--- src/ufr_pkg.sv ---
// shared types and constants of the uart frame receiver
// no dependencies; used by the interface users, the top level and the checker
`timescale 1ns / 1ps
`default_nettype none

package ufr_pkg;

  // configuration port
  localparam int CFG_DATA_W = 24;
  localparam int CFG_IDX_W  = 3;

  localparam logic [CFG_IDX_W-1:0] REG_BIT_PERIOD     = 3'd0;
  localparam logic [CFG_IDX_W-1:0] REG_DATA_BITS      = 3'd1;
  localparam logic [CFG_IDX_W-1:0] REG_PARITY_MODE    = 3'd2;
  localparam logic [CFG_IDX_W-1:0] REG_STOP_HALF_BITS = 3'd3;
  localparam logic [CFG_IDX_W-1:0] REG_MSB_FIRST      = 3'd4;
  localparam logic [CFG_IDX_W-1:0] REG_CHANNEL_ENABLE = 3'd5;

  localparam logic [23:0] RST_BIT_PERIOD     = 24'd2222;
  localparam logic [3:0]  RST_DATA_BITS      = 4'd8;
  localparam logic [1:0]  RST_PARITY_MODE    = 2'd0;
  localparam logic [2:0]  RST_STOP_HALF_BITS = 3'd2;
  localparam logic        RST_MSB_FIRST      = 1'b0;
  localparam logic [1:0]  RST_CHANNEL_ENABLE = 2'd3;

  localparam logic [1:0] PAR_ODD  = 2'd1;
  localparam logic [1:0] PAR_EVEN = 2'd2;

  // event codes
  localparam logic [3:0] EV_START_OK   = 4'd0;
  localparam logic [3:0] EV_START_ERR  = 4'd1;
  localparam logic [3:0] EV_DATA_BIT   = 4'd2;
  localparam logic [3:0] EV_DATA_WORD  = 4'd3;
  localparam logic [3:0] EV_PARITY_OK  = 4'd4;
  localparam logic [3:0] EV_PARITY_ERR = 4'd5;
  localparam logic [3:0] EV_STOP_OK    = 4'd6;
  localparam logic [3:0] EV_STOP_ERR   = 4'd7;
  localparam logic [3:0] EV_FRAME_ERR  = 4'd8;

  // frame phase codes
  localparam logic [2:0] PH_WAIT   = 3'd0;
  localparam logic [2:0] PH_START  = 3'd1;
  localparam logic [2:0] PH_DATA   = 3'd2;
  localparam logic [2:0] PH_PARITY = 3'd3;
  localparam logic [2:0] PH_STOP   = 3'd4;

  typedef struct packed {
    logic channel;
    logic line_level;
  } in_item_t;

  typedef struct packed {
    logic       out_channel;
    logic [3:0] event_kind;
    logic [8:0] event_value;
    logic [3:0] bit_position;
    logic       last_of_item;
  } out_item_t;

  typedef struct packed {
    logic [2:0] phase;
    logic       prev_level;
    logic [8:0] data_word;
    logic [3:0] data_count;
    logic [1:0] stop_count;
    logic       frame_ok;
  } line_state_t;

  localparam line_state_t LINE_RESET = '{
    phase:      PH_WAIT,
    prev_level: 1'b1,
    data_word:  9'd0,
    data_count: 4'd0,
    stop_count: 2'd0,
    frame_ok:   1'b1
  };

endpackage

`default_nettype wire

--- src/ufr_stream_if.sv ---
// valid/ready stream channel with a typed payload
// no dependencies; the payload type comes from ufr_pkg at instantiation
`timescale 1ns / 1ps
`default_nettype none

interface ufr_stream_if #(
  parameter type T = logic
) ();
  logic valid;
  logic ready;
  T     payload;

  modport source (output valid, output payload, input ready);
  modport sink   (input valid, input payload, output ready);
endinterface

`default_nettype wire

--- src/uart_frame_receiver.sv ---
// top level of the uart frame receiver: per-line frame decoder and result queue
// depends on ufr_pkg and ufr_stream_if
//
//  channel | dir | handshake            | beat carries
//  --------+-----+----------------------+--------------------------------------------
//  in_ch   | in  | valid/ready          | channel, line_level (one line sample)
//  out_ch  | out | valid/ready          | out_channel, event_kind, event_value,
//          |     |                      | bit_position, last_of_item
//  cfg_*   | in  | cfg_we, no wait      | cfg_index selects register, cfg_wdata value
//
// one sample a cycle unless held: a beat goes to the input register, then the
// decoder works it out and drops its zero to two events into a four-entry queue
// results pass from the input register through the queue before they are visible
// the decoder holds its sample only while the queue has fewer than two free slots
// sync active-low reset: lines back to waiting, idle level high, queue empty
`timescale 1ns / 1ps
`default_nettype none

module uart_frame_receiver #(
  parameter int LINES                = 2,
  parameter int COUNT_WIDTH          = 24,
  parameter int PERIOD_FRACTION_BITS = 8
) (
  input  wire logic                            clk,
  input  wire logic                            rst_n,
  ufr_stream_if.sink                           in_ch,
  ufr_stream_if.source                         out_ch,
  input  wire logic                            cfg_we,
  input  wire logic [ufr_pkg::CFG_IDX_W-1:0]   cfg_index,
  input  wire logic [ufr_pkg::CFG_DATA_W-1:0]  cfg_wdata
);
  import ufr_pkg::*;

  // n*P is at most 5 x 24 bits; times four plus rounding still fits 33 bits
  localparam int PROD_W     = 29;
  localparam int NUM_W      = 33;
  localparam int FIFO_DEPTH = 4;
  localparam int PTR_W      = 2;
  localparam int FCNT_W     = 3;
  localparam logic [COUNT_WIDTH-1:0] COUNT_MAX = '1;

  // configuration registers
  logic [23:0] cfg_period_r;
  logic [3:0]  cfg_dbits_r;
  logic [1:0]  cfg_parity_r;
  logic [2:0]  cfg_stop_r;
  logic        cfg_msb_r;
  logic [1:0]  cfg_en_r;

  always_ff @(posedge clk) begin
    if (!rst_n) begin
      cfg_period_r <= RST_BIT_PERIOD;
      cfg_dbits_r  <= RST_DATA_BITS;
      cfg_parity_r <= RST_PARITY_MODE;
      cfg_stop_r   <= RST_STOP_HALF_BITS;
      cfg_msb_r    <= RST_MSB_FIRST;
      cfg_en_r     <= RST_CHANNEL_ENABLE;
    end else if (cfg_we) begin
      unique case (cfg_index)
        REG_BIT_PERIOD:     cfg_period_r <= cfg_wdata[23:0];
        REG_DATA_BITS:      cfg_dbits_r  <= cfg_wdata[3:0];
        REG_PARITY_MODE:    cfg_parity_r <= cfg_wdata[1:0];
        REG_STOP_HALF_BITS: cfg_stop_r   <= cfg_wdata[2:0];
        REG_MSB_FIRST:      cfg_msb_r    <= cfg_wdata[0];
        REG_CHANNEL_ENABLE: cfg_en_r     <= cfg_wdata[1:0];
        default: ;  // writes past the register list are dropped
      endcase
    end
  end

  // effective settings: word length clamped to 5..9, stop half bits 0 read as 2 and above 4 as 4
  logic [3:0] db;
  logic [2:0] h;
  logic       par_on;

  always_comb begin
    if (cfg_dbits_r < 4'd5) begin
      db = 4'd5;
    end else if (cfg_dbits_r > 4'd9) begin
      db = 4'd9;
    end else begin
      db = cfg_dbits_r;
    end
    if (cfg_stop_r == 3'd0) begin
      h = 3'd2;
    end else if (cfg_stop_r > 3'd4) begin
      h = 3'd4;
    end else begin
      h = cfg_stop_r;
    end
    par_on = (cfg_parity_r == PAR_ODD) || (cfg_parity_r == PAR_EVEN);
  end

  // input register
  logic     stage_v_r;
  in_item_t stage_r;
  logic     advance;
  logic     in_take;

  // result queue
  out_item_t           fifo_r [FIFO_DEPTH];
  logic [PTR_W-1:0]    wr_ptr_r;
  logic [PTR_W-1:0]    rd_ptr_r;
  logic [FCNT_W-1:0]   fcnt_r;
  logic [1:0]          push_n;
  logic                pop;

  assign advance      = stage_v_r && (fcnt_r <= FCNT_W'(FIFO_DEPTH - 2));
  assign in_ch.ready  = !stage_v_r || advance;
  assign in_take      = in_ch.valid && in_ch.ready;

  always_ff @(posedge clk) begin
    if (!rst_n) begin
      stage_v_r <= 1'b0;
    end else if (in_take) begin
      stage_v_r <= 1'b1;
    end else if (advance) begin
      stage_v_r <= 1'b0;
    end
  end

  always_ff @(posedge clk) begin
    if (in_take) begin
      stage_r <= in_ch.payload;
    end
  end

  // per-line state
  line_state_t            st_r  [LINES];
  logic [COUNT_WIDTH-1:0] cnt_r [LINES];

  line_state_t            cur;
  logic [COUNT_WIDTH-1:0] cur_cnt;
  logic                   line_on;
  logic                   lvl;

  always_comb begin
    cur     = LINE_RESET;
    cur_cnt = '0;
    for (int l = 0; l < LINES; l++) begin
      if (stage_r.channel == 1'(l)) begin
        cur     = st_r[l];
        cur_cnt = cnt_r[l];
      end
    end
  end

  // samples of a line that is absent or switched off leave no trace
  assign line_on = (int'(stage_r.channel) < LINES) && cfg_en_r[stage_r.channel];
  assign lvl     = stage_r.line_level;

  // sample point of the bit in hand
  logic [COUNT_WIDTH-1:0] cnt_inc;
  logic                   half;
  logic [4:0]             n_sel;
  logic [PROD_W-1:0]      prod;
  logic [NUM_W-1:0]       num_mid;
  logic [NUM_W-1:0]       num_qtr;
  logic [NUM_W-1:0]       pt;
  logic                   hit;

  assign cnt_inc = (cur_cnt == COUNT_MAX) ? cur_cnt : cur_cnt + COUNT_WIDTH'(1);
  // exactly one half bit of stop time left
  assign half    = (h == {cur.stop_count, 1'b1});

  always_comb begin
    unique case (cur.phase)
      PH_DATA:   n_sel = 5'(cur.data_count) + 5'd1;
      PH_PARITY: n_sel = 5'(db) + 5'd1;
      PH_STOP:   n_sel = 5'(db) + 5'(par_on) + 5'(cur.stop_count) + 5'd1;
      default:   n_sel = 5'd0;
    endcase
  end

  assign prod    = PROD_W'(n_sel) * PROD_W'(cfg_period_r);
  // round half up: mid at n*P + P/2, quarter at n*P + P/4
  assign num_mid = (NUM_W'(prod) << 1) + NUM_W'(cfg_period_r)
                 + (NUM_W'(1) << PERIOD_FRACTION_BITS);
  assign num_qtr = (NUM_W'(prod) << 2) + NUM_W'(cfg_period_r)
                 + (NUM_W'(1) << (PERIOD_FRACTION_BITS + 1));
  assign pt      = ((cur.phase == PH_STOP) && half) ? (num_qtr >> (PERIOD_FRACTION_BITS + 2))
                                                    : (num_mid >> (PERIOD_FRACTION_BITS + 1));
  // a point past the counter limit is clamped, so a saturated count always hits
  assign hit     = (NUM_W'(cnt_inc) >= pt) || (cnt_inc == COUNT_MAX);

  // data bit placement and parity
  logic [3:0] idx;
  logic [4:0] idx_p1;
  logic [3:0] pos;
  logic [8:0] word_new;
  logic [8:0] mask;
  logic       par_x;
  logic       par_good;
  logic [1:0] sc_n;
  logic       stop_end;

  assign idx      = cur.data_count;
  assign idx_p1   = 5'(idx) + 5'd1;
  assign pos      = cfg_msb_r ? (db - 4'd1 - idx) : idx;
  assign word_new = cur.data_word | (9'(lvl) << pos);
  assign sc_n     = cur.stop_count + 2'd1;
  assign stop_end = ({sc_n, 1'b0} >= h);

  always_comb begin
    for (int i = 0; i < 9; i++) begin
      mask[i] = (4'(i) < db);
    end
  end

  assign par_x = ^(cur.data_word & mask) ^ lvl;

  always_comb begin
    unique case (cfg_parity_r)
      PAR_ODD:  par_good = par_x;
      PAR_EVEN: par_good = !par_x;
      default:  par_good = 1'b1;
    endcase
  end

  function automatic out_item_t mk_ev(input logic ch, input logic [3:0] kind,
                                      input logic [8:0] val, input logic [3:0] bpos);
    out_item_t e;
    e.out_channel  = ch;
    e.event_kind   = kind;
    e.event_value  = val;
    e.bit_position = bpos;
    e.last_of_item = 1'b0;
    return e;
  endfunction

  // frame decoder
  line_state_t            st_nxt;
  logic [COUNT_WIDTH-1:0] cnt_nxt;
  out_item_t              ev0;
  out_item_t              ev1;
  logic [1:0]             n_ev;

  always_comb begin
    st_nxt  = cur;
    cnt_nxt = cur_cnt;
    ev0     = mk_ev(stage_r.channel, EV_START_OK, 9'd0, 4'd0);
    ev1     = ev0;
    n_ev    = 2'd0;

    if ((cur.phase == PH_WAIT) || (cur.phase > PH_STOP)) begin
      st_nxt.phase = PH_WAIT;
      // falling edge opens a frame; this sample is sample zero
      if (cur.prev_level && !lvl) begin
        st_nxt       = LINE_RESET;
        st_nxt.phase = PH_START;
        cnt_nxt      = '0;
      end
    end else begin
      cnt_nxt = cnt_inc;
      unique case (cur.phase)
        PH_START: begin
          if (hit) begin
            if (lvl) begin
              st_nxt.frame_ok = 1'b0;
              ev0             = mk_ev(stage_r.channel, EV_START_ERR, 9'd0, 4'd0);
              ev1             = mk_ev(stage_r.channel, EV_FRAME_ERR, 9'd0, 4'd0);
              n_ev            = 2'd2;
              st_nxt.phase    = PH_WAIT;
            end else begin
              ev0               = mk_ev(stage_r.channel, EV_START_OK, 9'd0, 4'd0);
              n_ev              = 2'd1;
              st_nxt.data_count = 4'd0;
              st_nxt.phase      = PH_DATA;
            end
          end
        end
        PH_DATA: begin
          if (hit) begin
            ev0  = mk_ev(stage_r.channel, EV_DATA_BIT, 9'(lvl), idx);
            n_ev = 2'd1;
            // a bit past a shortened word is reported but not stored
            if (idx < db) begin
              st_nxt.data_word = word_new;
            end
            st_nxt.data_count = idx_p1[3:0];
            if (idx_p1 >= 5'(db)) begin
              ev1               = mk_ev(stage_r.channel, EV_DATA_WORD, st_nxt.data_word,
                                        4'd0);
              n_ev              = 2'd2;
              st_nxt.stop_count = 2'd0;
              st_nxt.phase      = par_on ? PH_PARITY : PH_STOP;
            end
          end
        end
        PH_PARITY: begin
          if (hit) begin
            if (par_good) begin
              ev0 = mk_ev(stage_r.channel, EV_PARITY_OK, 9'd0, 4'd0);
            end else begin
              ev0             = mk_ev(stage_r.channel, EV_PARITY_ERR, 9'd0, 4'd0);
              st_nxt.frame_ok = 1'b0;
            end
            n_ev              = 2'd1;
            st_nxt.stop_count = 2'd0;
            st_nxt.phase      = PH_STOP;
          end
        end
        default: begin  // stop bits
          if (hit) begin
            if (lvl) begin
              ev0 = mk_ev(stage_r.channel, EV_STOP_OK, 9'd0, 4'd0);
            end else begin
              ev0             = mk_ev(stage_r.channel, EV_STOP_ERR, 9'd0, 4'd0);
              st_nxt.frame_ok = 1'b0;
            end
            n_ev              = 2'd1;
            st_nxt.stop_count = sc_n;
            if (stop_end) begin
              if (!st_nxt.frame_ok) begin
                ev1  = mk_ev(stage_r.channel, EV_FRAME_ERR, 9'd0, 4'd0);
                n_ev = 2'd2;
              end
              st_nxt.phase = PH_WAIT;
            end
          end
        end
      endcase
    end

    st_nxt.prev_level = lvl;

    // mark the final event of this sample
    if (n_ev == 2'd1) begin
      ev0.last_of_item = 1'b1;
    end
    if (n_ev == 2'd2) begin
      ev1.last_of_item = 1'b1;
    end
  end

  for (genvar l = 0; l < LINES; l++) begin : g_line
    always_ff @(posedge clk) begin
      if (!rst_n) begin
        st_r[l]  <= LINE_RESET;
        cnt_r[l] <= '0;
      end else if (advance && line_on && (stage_r.channel == 1'(l))) begin
        st_r[l]  <= st_nxt;
        cnt_r[l] <= cnt_nxt;
      end
    end
  end

  // result queue: up to two writes per cycle, one read
  assign push_n = (advance && line_on) ? n_ev : 2'd0;
  assign pop    = (fcnt_r != '0) && out_ch.ready;

  always_ff @(posedge clk) begin
    if (push_n != 2'd0) begin
      fifo_r[wr_ptr_r] <= ev0;
    end
    if (push_n == 2'd2) begin
      fifo_r[wr_ptr_r + PTR_W'(1)] <= ev1;
    end
  end

  always_ff @(posedge clk) begin
    if (!rst_n) begin
      wr_ptr_r <= '0;
      rd_ptr_r <= '0;
      fcnt_r   <= '0;
    end else begin
      wr_ptr_r <= wr_ptr_r + PTR_W'(push_n);
      rd_ptr_r <= rd_ptr_r + PTR_W'(pop);
      fcnt_r   <= fcnt_r + FCNT_W'(push_n) - FCNT_W'(pop);
    end
  end

  assign out_ch.valid   = (fcnt_r != '0);
  assign out_ch.payload = fifo_r[rd_ptr_r];

endmodule

`default_nettype wire

--- src/flat_wrapper.sv ---
// flat-port wrapper written by rule: the top's interface ports become plain ports
module uart_frame_receiver_flat import ufr_pkg::*;
#(
  parameter int LINES                = 2,
  parameter int COUNT_WIDTH          = 24,
  parameter int PERIOD_FRACTION_BITS = 8
)
  (clk, rst_n, cfg_we, cfg_index, cfg_wdata, in_ch_valid, in_ch_payload, in_ch_ready, out_ch_valid, out_ch_payload, out_ch_ready);
  ufr_stream_if #(.T(in_item_t)) in_ch_i ();
  ufr_stream_if #(.T(out_item_t)) out_ch_i ();
  input  wire logic clk;
  input  wire logic rst_n;
  input  wire logic cfg_we;
  input  wire logic [ufr_pkg::CFG_IDX_W-1:0] cfg_index;
  input  wire logic [ufr_pkg::CFG_DATA_W-1:0] cfg_wdata;
  input wire logic [$bits(in_ch_i.valid)-1:0] in_ch_valid;
  input wire logic [$bits(in_ch_i.payload)-1:0] in_ch_payload;
  output wire logic [$bits(in_ch_i.ready)-1:0] in_ch_ready;
  output wire logic [$bits(out_ch_i.valid)-1:0] out_ch_valid;
  output wire logic [$bits(out_ch_i.payload)-1:0] out_ch_payload;
  input wire logic [$bits(out_ch_i.ready)-1:0] out_ch_ready;
  assign in_ch_i.valid = in_ch_valid;
  assign in_ch_i.payload = in_ch_payload;
  assign in_ch_ready = in_ch_i.ready;
  assign out_ch_valid = out_ch_i.valid;
  assign out_ch_payload = out_ch_i.payload;
  assign out_ch_i.ready = out_ch_ready;
  uart_frame_receiver #(.LINES(LINES), .COUNT_WIDTH(COUNT_WIDTH), .PERIOD_FRACTION_BITS(PERIOD_FRACTION_BITS)) u_core (.clk(clk), .rst_n(rst_n), .in_ch(in_ch_i), .out_ch(out_ch_i), .cfg_we(cfg_we), .cfg_index(cfg_index), .cfg_wdata(cfg_wdata));
endmodule
--- config.mk ---
export PLATFORM = sky130hd
export DESIGN_NAME = uart_frame_receiver_flat
export DESIGN_NICKNAME = d
export VERILOG_FILES = /design/src/ufr_pkg.sv /design/src/ufr_stream_if.sv /design/src/uart_frame_receiver.sv /design/src/flat_wrapper.sv
export SDC_FILE = /design/constraint.sdc
export NUM_CORES = 1
export LEC_CHECK = 0
export ABC_AREA = 1
export ABC_CLOCK_PERIOD_IN_PS = 13000
export BUFFER_PORTS_ARGS = -buffer_cell sky130_fd_sc_hd__buf_2
export CORE_AREA = 2 2 188 190
export DETAILED_ROUTE_END_ITERATION = 10
export DIE_AREA = 0 0 190 192
export GPL_TIMING_DRIVEN = 0
export PLACE_DENSITY = 0.83
export SLEW_MARGIN = 5
export SYNTH_ARGS = -nofsm -noshare
export SYNTH_HDL_FRONTEND = slang
export SYNTH_SLANG_ARGS = --single-unit
--- constraint.sdc ---
create_clock -name clk -period 13 [get_ports clk]
set_input_delay 0 -clock clk [delete_from_list [all_inputs] [get_ports clk]]
set_output_delay 0 -clock clk [all_outputs]
set_load 0.005 [all_outputs]
* After elaboration in Yosys (flattened, before gate mapping)
Memory sizes are Yosys's and may differ from the RTL's. A register that Yosys moved wholly into a read port is not among the register bits.
Index checks and enable logic that the tools add are counted.
** Storage, ports and cells
- Flip-flop bits (word level) :: 46
- Bits in writable memories :: 164
- Input port bits :: 34
- Output and inout port bits :: 21
- Word-level logic and storage cells :: 202
- Memories :: 3
** Memories
- u_core.fifo_r :: words 4, bits a word 19, rd ports 1, clocked after Yosys merged registers in 1, wr ports 2, RTL line uart_frame_receiver.sv:101 : out_item_t fifo_r [FIFO_DEPTH];
- u_core.cnt_r :: words 2, bits a word 24, rd ports 2, clocked after Yosys merged registers in 0, wr ports 2, RTL line uart_frame_receiver.sv:130 : logic [COUNT_WIDTH-1:0] cnt_r [LINES];
- u_core.st_r :: words 2, bits a word 20, rd ports 2, clocked after Yosys merged registers in 0, wr ports 2, RTL line uart_frame_receiver.sv:129 : line_state_t st_r [LINES];
** Operators by class
- $add $sub $neg :: 18
- $mul :: 1
- $lt $le $gt $ge :: 19
- Equality and inequality tests :: 17
- Shift-type cells :: 1
- Multiplexer cells :: 94
- Bitwise gates (word level) :: 8
- Reductions and logical operators :: 29
** Operator list (count)
- 24-bit two-way mux :: 7
- 18-bit two-way mux :: 7
- 15-bit two-way mux :: 5
- 16-bit two-way mux :: 4
- 20-bit two-way mux :: 3
- 18-bit case mux with 3 select lines :: 1
- 17-bit two-way mux :: 3
- 17-bit case mux with 3 select lines :: 1
- 24-bit == test, second input constant :: 2
- 3-bit two-way mux :: 12
- 33-bit by 10-bit adder with 33-bit output, second input constant :: 1
- 33-bit by 9-bit adder with 33-bit output, second input constant :: 1
- 24-bit by 33-bit greater-or-equal comparator with 1-bit output :: 1
- 31-bit by 24-bit adder with 32-bit output :: 1
- 30-bit by 24-bit adder with 31-bit output :: 1
- 5-bit by 24-bit multiplier with 29-bit output :: 1
- 1-bit two-way mux :: 25
- 24-bit by 1-bit adder with 24-bit output, second input constant :: 1
- 2-bit two-way mux :: 12
- 4-bit two-way mux :: 5
- 9-bit two-way mux :: 2
- 3-bit by 4-bit < comparator with 1-bit output, first input constant :: 4
- 5-bit case mux with 3 select lines :: 1
- 3-bit by 2-bit == test with 1-bit output, second input constant :: 4
- 47 further kinds :: 82

* Longest topological paths before layout
Gate-level depths: netlist (run 1).
- Depth in word-level cells :: 25
- Depth in mapped cells :: 75
- Depth with buffers taken out :: 69

* Worst setup path before layout (run 1)
Ideal clock, no wire load.
- Kind :: flip-flop to flip-flop
- Start point :: register u_core.stage_r[1] (netlist name)
- End point :: register u_core.fcnt_r[2]
- Setup time :: 120 ps
- Arrival :: 10803 ps
- Required time :: 12880 ps
- Setup slack :: 2077 ps
- Stages on the path, launching flop included :: 73
- Path buffers :: 7
- Cells stage by stage :: edfxtp_1 -> buf_6 -> inv_4 -> buf_6 -> buf_6 -> buf_2 -> buf_2 -> or2_2 -> o21ai_0 -> ha_1 -> inv_1 -> ha_1 -> inv_1 -> fa_1 -> a21oi_1 -> o21ai_0 -> nand3_1 -> clkinv_1 -> [... 37 more ...] -> nand3_1 -> o21bai_1 -> inv_1 -> nand2_1 -> nand2_1 -> nand2_1 -> nand2_1 -> nand2_8 -> inv_4 -> nor2_4 -> nand2_2 -> nand2_2 -> nand2_4 -> ha_1 -> inv_1 -> fa_1 -> o21ai_0 -> a21oi_1
** Between the ends
- Longest elaborated chain between the ends :: 16
** Ends and longest elaborated chain
- from (decl) :: RTL line uart_frame_receiver.sv:96 : in_item_t stage_r;
- from (signal assigned) :: RTL line uart_frame_receiver.sv:124 : stage_r <= in_ch.payload;
- 20-bit two-way mux :: RTL line uart_frame_receiver.sv:141 : if (stage_r.channel == 1'(l)) begin
- 5-bit by 2-bit adder with 5-bit output :: RTL line uart_frame_receiver.sv:170 : PH_STOP: n_sel = 5'(db) + 5'(par_on) + 5'(cur.stop_count) + 5'd1;
- 5-bit by 1-bit adder with 5-bit output :: RTL line uart_frame_receiver.sv:170
- 5-bit case mux with 3 select lines :: RTL line uart_frame_receiver.sv:167 : unique case (cur.phase)
- 5-bit by 24-bit multiplier with 29-bit output :: RTL line uart_frame_receiver.sv:175 : assign prod = PROD_W'(n_sel) * PROD_W'(cfg_period_r);
- 31-bit by 24-bit adder with 32-bit output or 30-bit by 24-bit adder with 31-bit output (tied branches) :: RTL line uart_frame_receiver.sv:179, uart_frame_receiver.sv:177
- 33-bit by 10-bit adder with 33-bit output or 33-bit by 9-bit adder with 33-bit output (tied branches) :: RTL line uart_frame_receiver.sv:180, uart_frame_receiver.sv:178
- 24-bit two-way mux :: RTL line uart_frame_receiver.sv:181 : assign pt = ((cur.phase == PH_STOP) && half) ? (num_qtr >> (PERIOD_FRACTION_BITS + 2))
- 24-bit by 33-bit greater-or-equal comparator with 1-bit output :: RTL line uart_frame_receiver.sv:184 : assign hit = (NUM_W'(cnt_inc) >= pt) || (cnt_inc == COUNT_MAX);
- 1-bit logical OR :: RTL line uart_frame_receiver.sv:184
- 2-bit two-way mux, or another cell as far along :: RTL line uart_frame_receiver.sv:304 : if (hit) begin
- 2-bit case mux with 3 select lines :: RTL line uart_frame_receiver.sv:255 : unique case (cur.phase)
- 2-bit two-way mux :: RTL line uart_frame_receiver.sv:245 : if ((cur.phase == PH_WAIT) || (cur.phase > PH_STOP)) begin
- 2-bit two-way mux * :: RTL line uart_frame_receiver.sv:349 : assign push_n = (advance && line_on) ? n_ev : 2'd0;
- 3-bit by 2-bit adder with 3-bit output * :: RTL line uart_frame_receiver.sv:369 : fcnt_r <= fcnt_r + FCNT_W'(push_n) - FCNT_W'(pop);
- 3-bit by 1-bit subtractor with 3-bit output * :: RTL line uart_frame_receiver.sv:369
- to (signal assigned) :: RTL line uart_frame_receiver.sv:369
- to (decl) :: RTL line uart_frame_receiver.sv:104 : logic [FCNT_W-1:0] fcnt_r;
Mark *: on every way between the ends. The rest lies on a longest branch, timed or not. The select of a mux whose other input is x is not followed.
A chain may end at the register's enable or synchronous reset.

* Worst setup path after layout (run 1)
Ends and elaborated chain as after synthesis.

==> impl_results.md, run 1 <==
* WL final at between 60000 and 70000 um
* CTS tree: yes
* Area grow syn2layout at 11.5%
* MaxCap Viol Count at 0
* Die Area at 0.0365 sq mm
* Core area at between 0.03 and 0.04 sq mm
* Die Wd at roughly 190 um
* Rows at 68
* Layout Utilization at about 67%
* Area leader, netlist: edfxtp_1
* Hold Path Class: primary input to register
* Pwr Total at about 2.7 mW
* EDFF count, synth at approximately 150
* Syn Inst Count at 2911
* FF-to-FF path depth at 66
* Clk pin slew, worst setup/hold paths at 60 ps
* Post-synth top area share at 21.4%
* Mean Syn Cell Area at just over 7 sq um
* CP Max Fanout at 10
* Final Cell Area at 0.0229 sq mm
* Reg-to-reg critical path endpoint: u_core.fcnt_r[2]
* Reg-to-Reg Start: u_core.stage_r[1]
* Endpoint type of the worst setup path: register
* Post-synth ARST share at 0%
* Drt first-iter violations at about 2100
* Worst slew pin tran at approximately 1000 ps
* Max VDD drop at between 90 and 100 uV
* Pre-CTS setup slack at -734 ps
* Via-to-Cell Ratio at 5.83
* Max-slew violations at 0
* Most used cell, CP: nand2_1
* H-tree Lvls at 1
* Dominant cells by area after synthesis: edfxtp_1 (21%), nand2_1 (12%), ha_1 (8.5%)
* Total track usage at 33.3%
* CTS Sinks at 210
* Clock insertion delay at the later pin of the skew report at 570 ps
* Fmax at ~81 MHz
* Min setup slack post-route at 611 ps
* Delay of the slowest cell on the worst path at ~560 ps
* Cell family with most CP delay: adder cells
* Grt total ovfl at 0
* CP arrival at approximately 13000 ps
* Layout Nets at ~3300
* Ys flop type: edfxtp_1
* R2R Setup Slk at between 600 and 700 ps
* Iteration count of the initial detailed-routing pass at 7
* PD cells at roughly 120 mW/mm^2
* Crit path buffers/inverters at 16
* Placed cell area at approximately 0.021 sq mm
* Vias in the first global route at around 20000
* Critical Path RT at roughly 13000 ps
* Total CTS buffers at 24
* Fillers at between 2000 and 3000
* # port buffers at 53
* Worst Skew at about 46 ps
* Fraction of layout cells with a size suffix above 1 at 10.5%
* DR vias at around 20000
* Mapped Area at just over 0.02 sq mm
* RePlAce Congestion at 1.05
* Mapped Nets at around 3200
* First-pass GRT wire length at 97200 um
* CP Depth at 66
* Slowest-stage cell, CP: fa_1
* Clock Tree Buf Depth at 3
* Final Cycle Share at between 90% and 100%
* Final cell count without fillers at ~3500
* Largest net degree at the start of global routing at 30
* Die Ht at between 150 and 200 um
* Commonest non-fill, non-tap cell in the layout: nand2_1
* Most frequent cells in the layout: nand2_1 (654), nor2_1 (432), inv_1 (431), edfxtp_1 (146), o21ai_0 (141)
* Cell variety after synth at between 60 and 70
* CP Launch Point: u_core.stage_r[1]
* IO Pins at 55
* Fin. Hold Viols at 0
* Tmin final at between 10000 and 15000 ps
* Initial Util at roughly 60%
* Ys Warns at 0
* CP startpoint kind: register
* Crit Path Class: register to register
* Initial antenna violation count at 0
* Post-route DRC at 0
* ANT cells at 0
* Post-DR wirelength/cell at approximately 17 um
* CP endpoint: u_core.fcnt_r[2]
* Register bit total from synthesis at 210
* Dpl hpwl at between 40000 and 50000 um
* Run status: finished clean
* Slew margin rel. at between 30% and 40%
* Final setup viols at 0
* Clock root cell: clkbuf_16
* Hold Path Depth at 5
* Placed instance count at around 3400
* Lkg Pwr at approximately 11 nW
* Routed Antenna Nets at 0
* Sequential-to-total area share from yosys stat at between 20% and 30%
[cell type report]
class / count / area, sq um / area share [%]
buffer: 62 / 333 / 1.46
clock buffer: 33 / 659 / 2.89
clock inverter: 11 / 168 / 0.734
inverter: 462 / 1750 / 7.68
multi-input combinational: 2174 / 12900 / 56.7
sequential: 210 / 5670 / 24.8
tap: 455 / 569 / 2.49
timing repair buffer: 102 / 756 / 3.31
[cells in the mapped netlist, types with 29 or more instances]
cell type	n
nand2_1	661
inv_1	432
a31oi_1	40
nor2_1	435
ha_1	139
dfxtp_1	64
nand4_1	32
a21oi_1	125
clkbuf_1	43
o21ai_0	146
o22ai_1	29
nand2_2	30
fa_1	69
o21ai_1	33
nor3_1	30
xor2_1	45
edfxtp_1	146
nand3_1	132
[power by group]
part           leakage, nW  switching, mW  internal, mW
Combinational         8.73          0.802         0.389
Sequential            1.98         0.0306         0.772
Clock                0.403          0.292         0.420
Total                 11.1           1.12          1.58
[flip-flops by register name (all words and copies together) (netlist names)]
name,flops
u_core.cfg_msb_r,1
u_core.fifo_r,76
u_core.wr_ptr_r,2
u_core.lvl,1
u_core.rd_ptr_r,2
u_core.stage_v_r,1
u_core.cfg_en_r,2
u_core.st_r,40
u_core.cfg_stop_r,3
u_core.cfg_parity_r,2
u_core.stage_r,1
u_core.cnt_r,48
u_core.cfg_dbits_r,4
u_core.cfg_period_r,24
u_core.fcnt_r,3
[metrics by stage]
step	setup TNS [ps]	hold slack (ps)
3_5_place_dp	-61600	188
6_report	0	116
4_1_cts	0	103
3_3_place_gp	-51690	198
5_1_grt	-76.6	139
2_1_floorplan	0	98.9
[worst min-delay path, delay by kind of cell]
kind,cells,cell delay [ps]
buffers and inverters,1,90
adders and majority gates,1,210
xor gates and xnor gates,1,120
and+or+nand+nor,1,70
AOI/OAI and AO/OA,1,150
[layer usage]
metal / GRT usage (%) / share of wire (%) / vias to the layer above
met5: 0 / 0 / -
met4: 15.3 / 4.8 / 0
met3: 3.98 / 7.8 / 221
met2: 58.5 / 48 / 1009
met1: 40.8 / 39 / 9538
li1: - / - / 9690
[timing repair]
item                                   4_1_cts  5_1_grt
buffers inserted                             0        8
hold buffers                                39        0
endpoints found under the hold margin       40        0
pin swaps                                    0        6
setup endpoints to repair                  165      175
gates resized for setup                      8       51
[logic make-up (layout without fill, tap and decap cells)]
logic type | after synthesis | in the layout | share of synthesized area [%]
compound gates | 455 | 455 | 12.7
fa+ha+maj | 208 | 208 | 15.2
flops | 210 | 210 | 27.6
simple gates | 1431 | 1431 | 30.6
other cells | 1 | 1 | 0.0183
buf+inv | 527 | 670 | 10.2
xor+xnor | 72 | 72 | 3.22
mux | 7 | 7 | 0.342
[worst min-delay path by stage]
| stage | slack (ps) | endpoint | start |
|---|---|---|---|
| 2_1_floorplan | 100 | u_core.lvl | in_ch_payload[0] |
| 3_3_place_gp | 200 | u_core.stage_r[1] | in_ch_payload[1] |
| 3_5_place_dp | 190 | u_core.stage_r[1] | in_ch_payload[1] |
| 4_1_cts | 100 | u_core.rd_ptr_r[0] | out_ch_ready |
| 5_1_grt | 140 | u_core.rd_ptr_r[0] | out_ch_ready |
| 6_report | 120 | u_core.rd_ptr_r[1] | out_ch_ready |
Note: power is estimated with default switching activity, not from simulation.
==> inputs of run 2 (changes only) <==
- REMOVE_ABC_BUFFERS: default -> 1
==> run 2 against run 1 <==
Sequential power is 2% higher. Cell count down 1.7%. Clock-buffer cell count increased by 1. Register-to-register slack improved by 290 ps. Flip-flop and latch count stayed put. Clock power decreased by 5.3%. Die area is the same. Wire length shrank 3.0%. Utilization shrank 1.1 points. Final area is 1.6% lower. Critical path depth stayed put. Total power shrank 3.0%.
==> impl_results.md, run 2 (same netlist as run 1, synthesis figures left out) <==
* Crit Path Class: register to register
* Vias in the first global route at 19646
* Worst slew pin tran at about 1300 ps
* Clk network pwr share at between 20% and 30%
* Reg-to-Reg Start: u_core.stage_r[1]
* # port buffers at 54
* Drt first-iter violations at about 1700
* GRT met1 Usage at between 30 and 40%
* Critical Path RT at between 10000 and 15000 ps
* Fraction of layout cells with a size suffix above 1 at a little under a tenth
* Routed Antenna Nets at 0
* Met3 GRT Util at around 2.9%
* Top flop regs: u_core.fifo_r x76, u_core.cnt_r x48, u_core.st_r x40
* Largest net degree at the start of global routing at 45
* Die Wd at 190 um
* Rows at between 60 and 70
* RePlAce Congestion at between 0.9 and 1
* CTS tree: yes
* Fin. Hold Viols at 0
* Final Cell Area at roughly 0.022 sq mm
* Core area at between 0.03 and 0.04 sq mm
* Slew margin rel. at a little over an eighth
* DR vias at slightly below 20000
* First-pass GRT wire length at between 90000 and 100000 um
* Placed cell area at about 0.021 sq mm
* Fillers at between 2000 and 3000
* Crit path buffers/inverters at 14
* Internal at ~1.5 mW
* Delay of the slowest cell on the worst path at around 550 ps
* CP arrival at about 13000 ps
* WL final at approximately 59000 um
* Clock insertion delay at the later pin of the skew report at 560 ps
* Total CTS buffers at 24
* Max VDD drop at 132 uV
* Fmax at ~83 MHz
* Slowest-stage cell, CP: fa_1
* PD cells at between 100 and 150 mW/mm^2
* Worst Skew at between 30 and 40 ps
* Iteration count of the initial detailed-routing pass at 5
* Commonest non-fill, non-tap cell in the layout: nand2_1
* Most frequent cells in the layout: nand2_1 (654), nor2_1 (435), inv_1 (432), edfxtp_1 (146), o21ai_0 (143)
* Hold Startpoint: out_ch_ready
* Comb power frac at a little over two fifths
* Dpl hpwl at 45000 um
* Unrepaired setup endpoints after global routing: no
* Busiest layer in global routing: met2
* CP startpoint kind: register
* Tmin final at between 10000 and 15000 ps
* Hold Path Class: primary input to register
* CP Max Fanout at 39
* Grt met2 use at 59.0%
* Total track usage at 33.0%
* Via-to-Cell Ratio at about 5.7
* Most used cell, CP: nand2_1
* Final setup viols at 0
* Run status: finished clean
* Die Area at between 0.03 and 0.04 sq mm
* Switch share at slightly above 40%
* Post-route DRC at 0
* Max-slew violations at 0
* Clk pin slew, worst setup/hold paths at approximately 60 ps
* Grt total ovfl at 0
* Flop pwr share at a little under a third
* Largest register FFs at 76
* Final Cycle Share at roughly 93%
* IO Pins at between 50 and 60
* MaxCap Viol Count at 0
* Fin Hold WS at 111 ps
* Top reg by flops: u_core.fifo_r
* H-tree Lvls at 1
* Psw at 1.09 mW
* CTS Sinks at 210
* Clock root cell: clkbuf_16
* Endpoint type of the worst setup path: register
* Initial antenna violation count at 0
* Post-DR wirelength/cell at roughly 17 um
* Clock Tree Buf Depth at 3
* ANT cells at 0
* Cell family with most CP delay: adder cells
* Area grow syn2layout at 9.72%
* CP Launch Point: u_core.stage_r[1]
* Min setup slack post-route at about 900 ps
* Initial Util at between 50% and 60%
* Layout Nets at approximately 3200
* Lkg Pwr at 11.0 nW
* Die Ht at between 150 and 200 um
* Pre-CTS setup slack at -470 ps
[run 2: changes by cell type in the layout (fill, tap and decap cells not counted), sizes merged]
cell      delta
clkbuf      -39
buf         -20
clkinv       +2
clkinvlp     -2
bufinv       -1
[run 2: stage by stage]
step           cells  utilization [%]  setup TNS [ps]  power, mW
2_1_floorplan   2846                -               0       1.58
3_3_place_gp    3355             61.2         -286410       1.87
3_5_place_dp    3361             61.7          -24490       1.92
4_1_cts         3444             65.1               0       2.59
5_1_grt         3449             65.6               0       2.78
6_report        3449             65.6               0       2.62
[run 2: repair_timing]
action,4_1_cts,5_1_grt
hold buffers,39,0
hold endpoints to repair,41,0
pin swaps,0,4
buffers inserted,0,4
endpoints found under the setup margin,89,175
gates resized for setup,8,30
[run 2: final timing paths]
| kind | end | slack [ps] | depth (start not counted) |
|---|---|---|---|
| min reg2reg | u_core.cfg_stop_r[1] | 470 | 2 |
| min | u_core.rd_ptr_r[0] | 110 | 5 |
| max | u_core.fcnt_r[2] | 900 | 66 |
| max reg2reg | u_core.fcnt_r[2] | 900 | 66 |
[run 2: routing by layer]
layer | wire length (um) | vias up
li1 | - | 9556
met1 | 23900 | 9213
met2 | 28900 | 759
met3 | 3450 | 180
met4 | 3110 | 0
met5 | 0 | -
[run 2: final cells by class]
type                       instances  area (sq um)  share of cell area [%]
clock buffer                      34           638                    2.84
timing repair buffer             104           836                    3.72
inverter                         462          1770                    7.86
multi-input combinational       2174         12900                    57.3
clock inverter                    10           130                   0.579
sequential                       210          5670                    25.2
tap                              455           569                    2.53
[run 2: worst min-delay path, cell delays in order]
cell and delay (ps):
buf_2 100, a21boi_0 150, ha_1 280, nand2_1 50
inv_1 50
[run 2: power by group through the flow]
stage               combinational, mW  sequential, mW  clock, mW
floorplan                       0.765           0.818          0
global placement                 1.04           0.835          0
detailed placement               1.08           0.831          0
CTS                              1.10           0.818      0.673
global route                     1.25           0.826      0.698
finish                           1.13           0.820      0.673
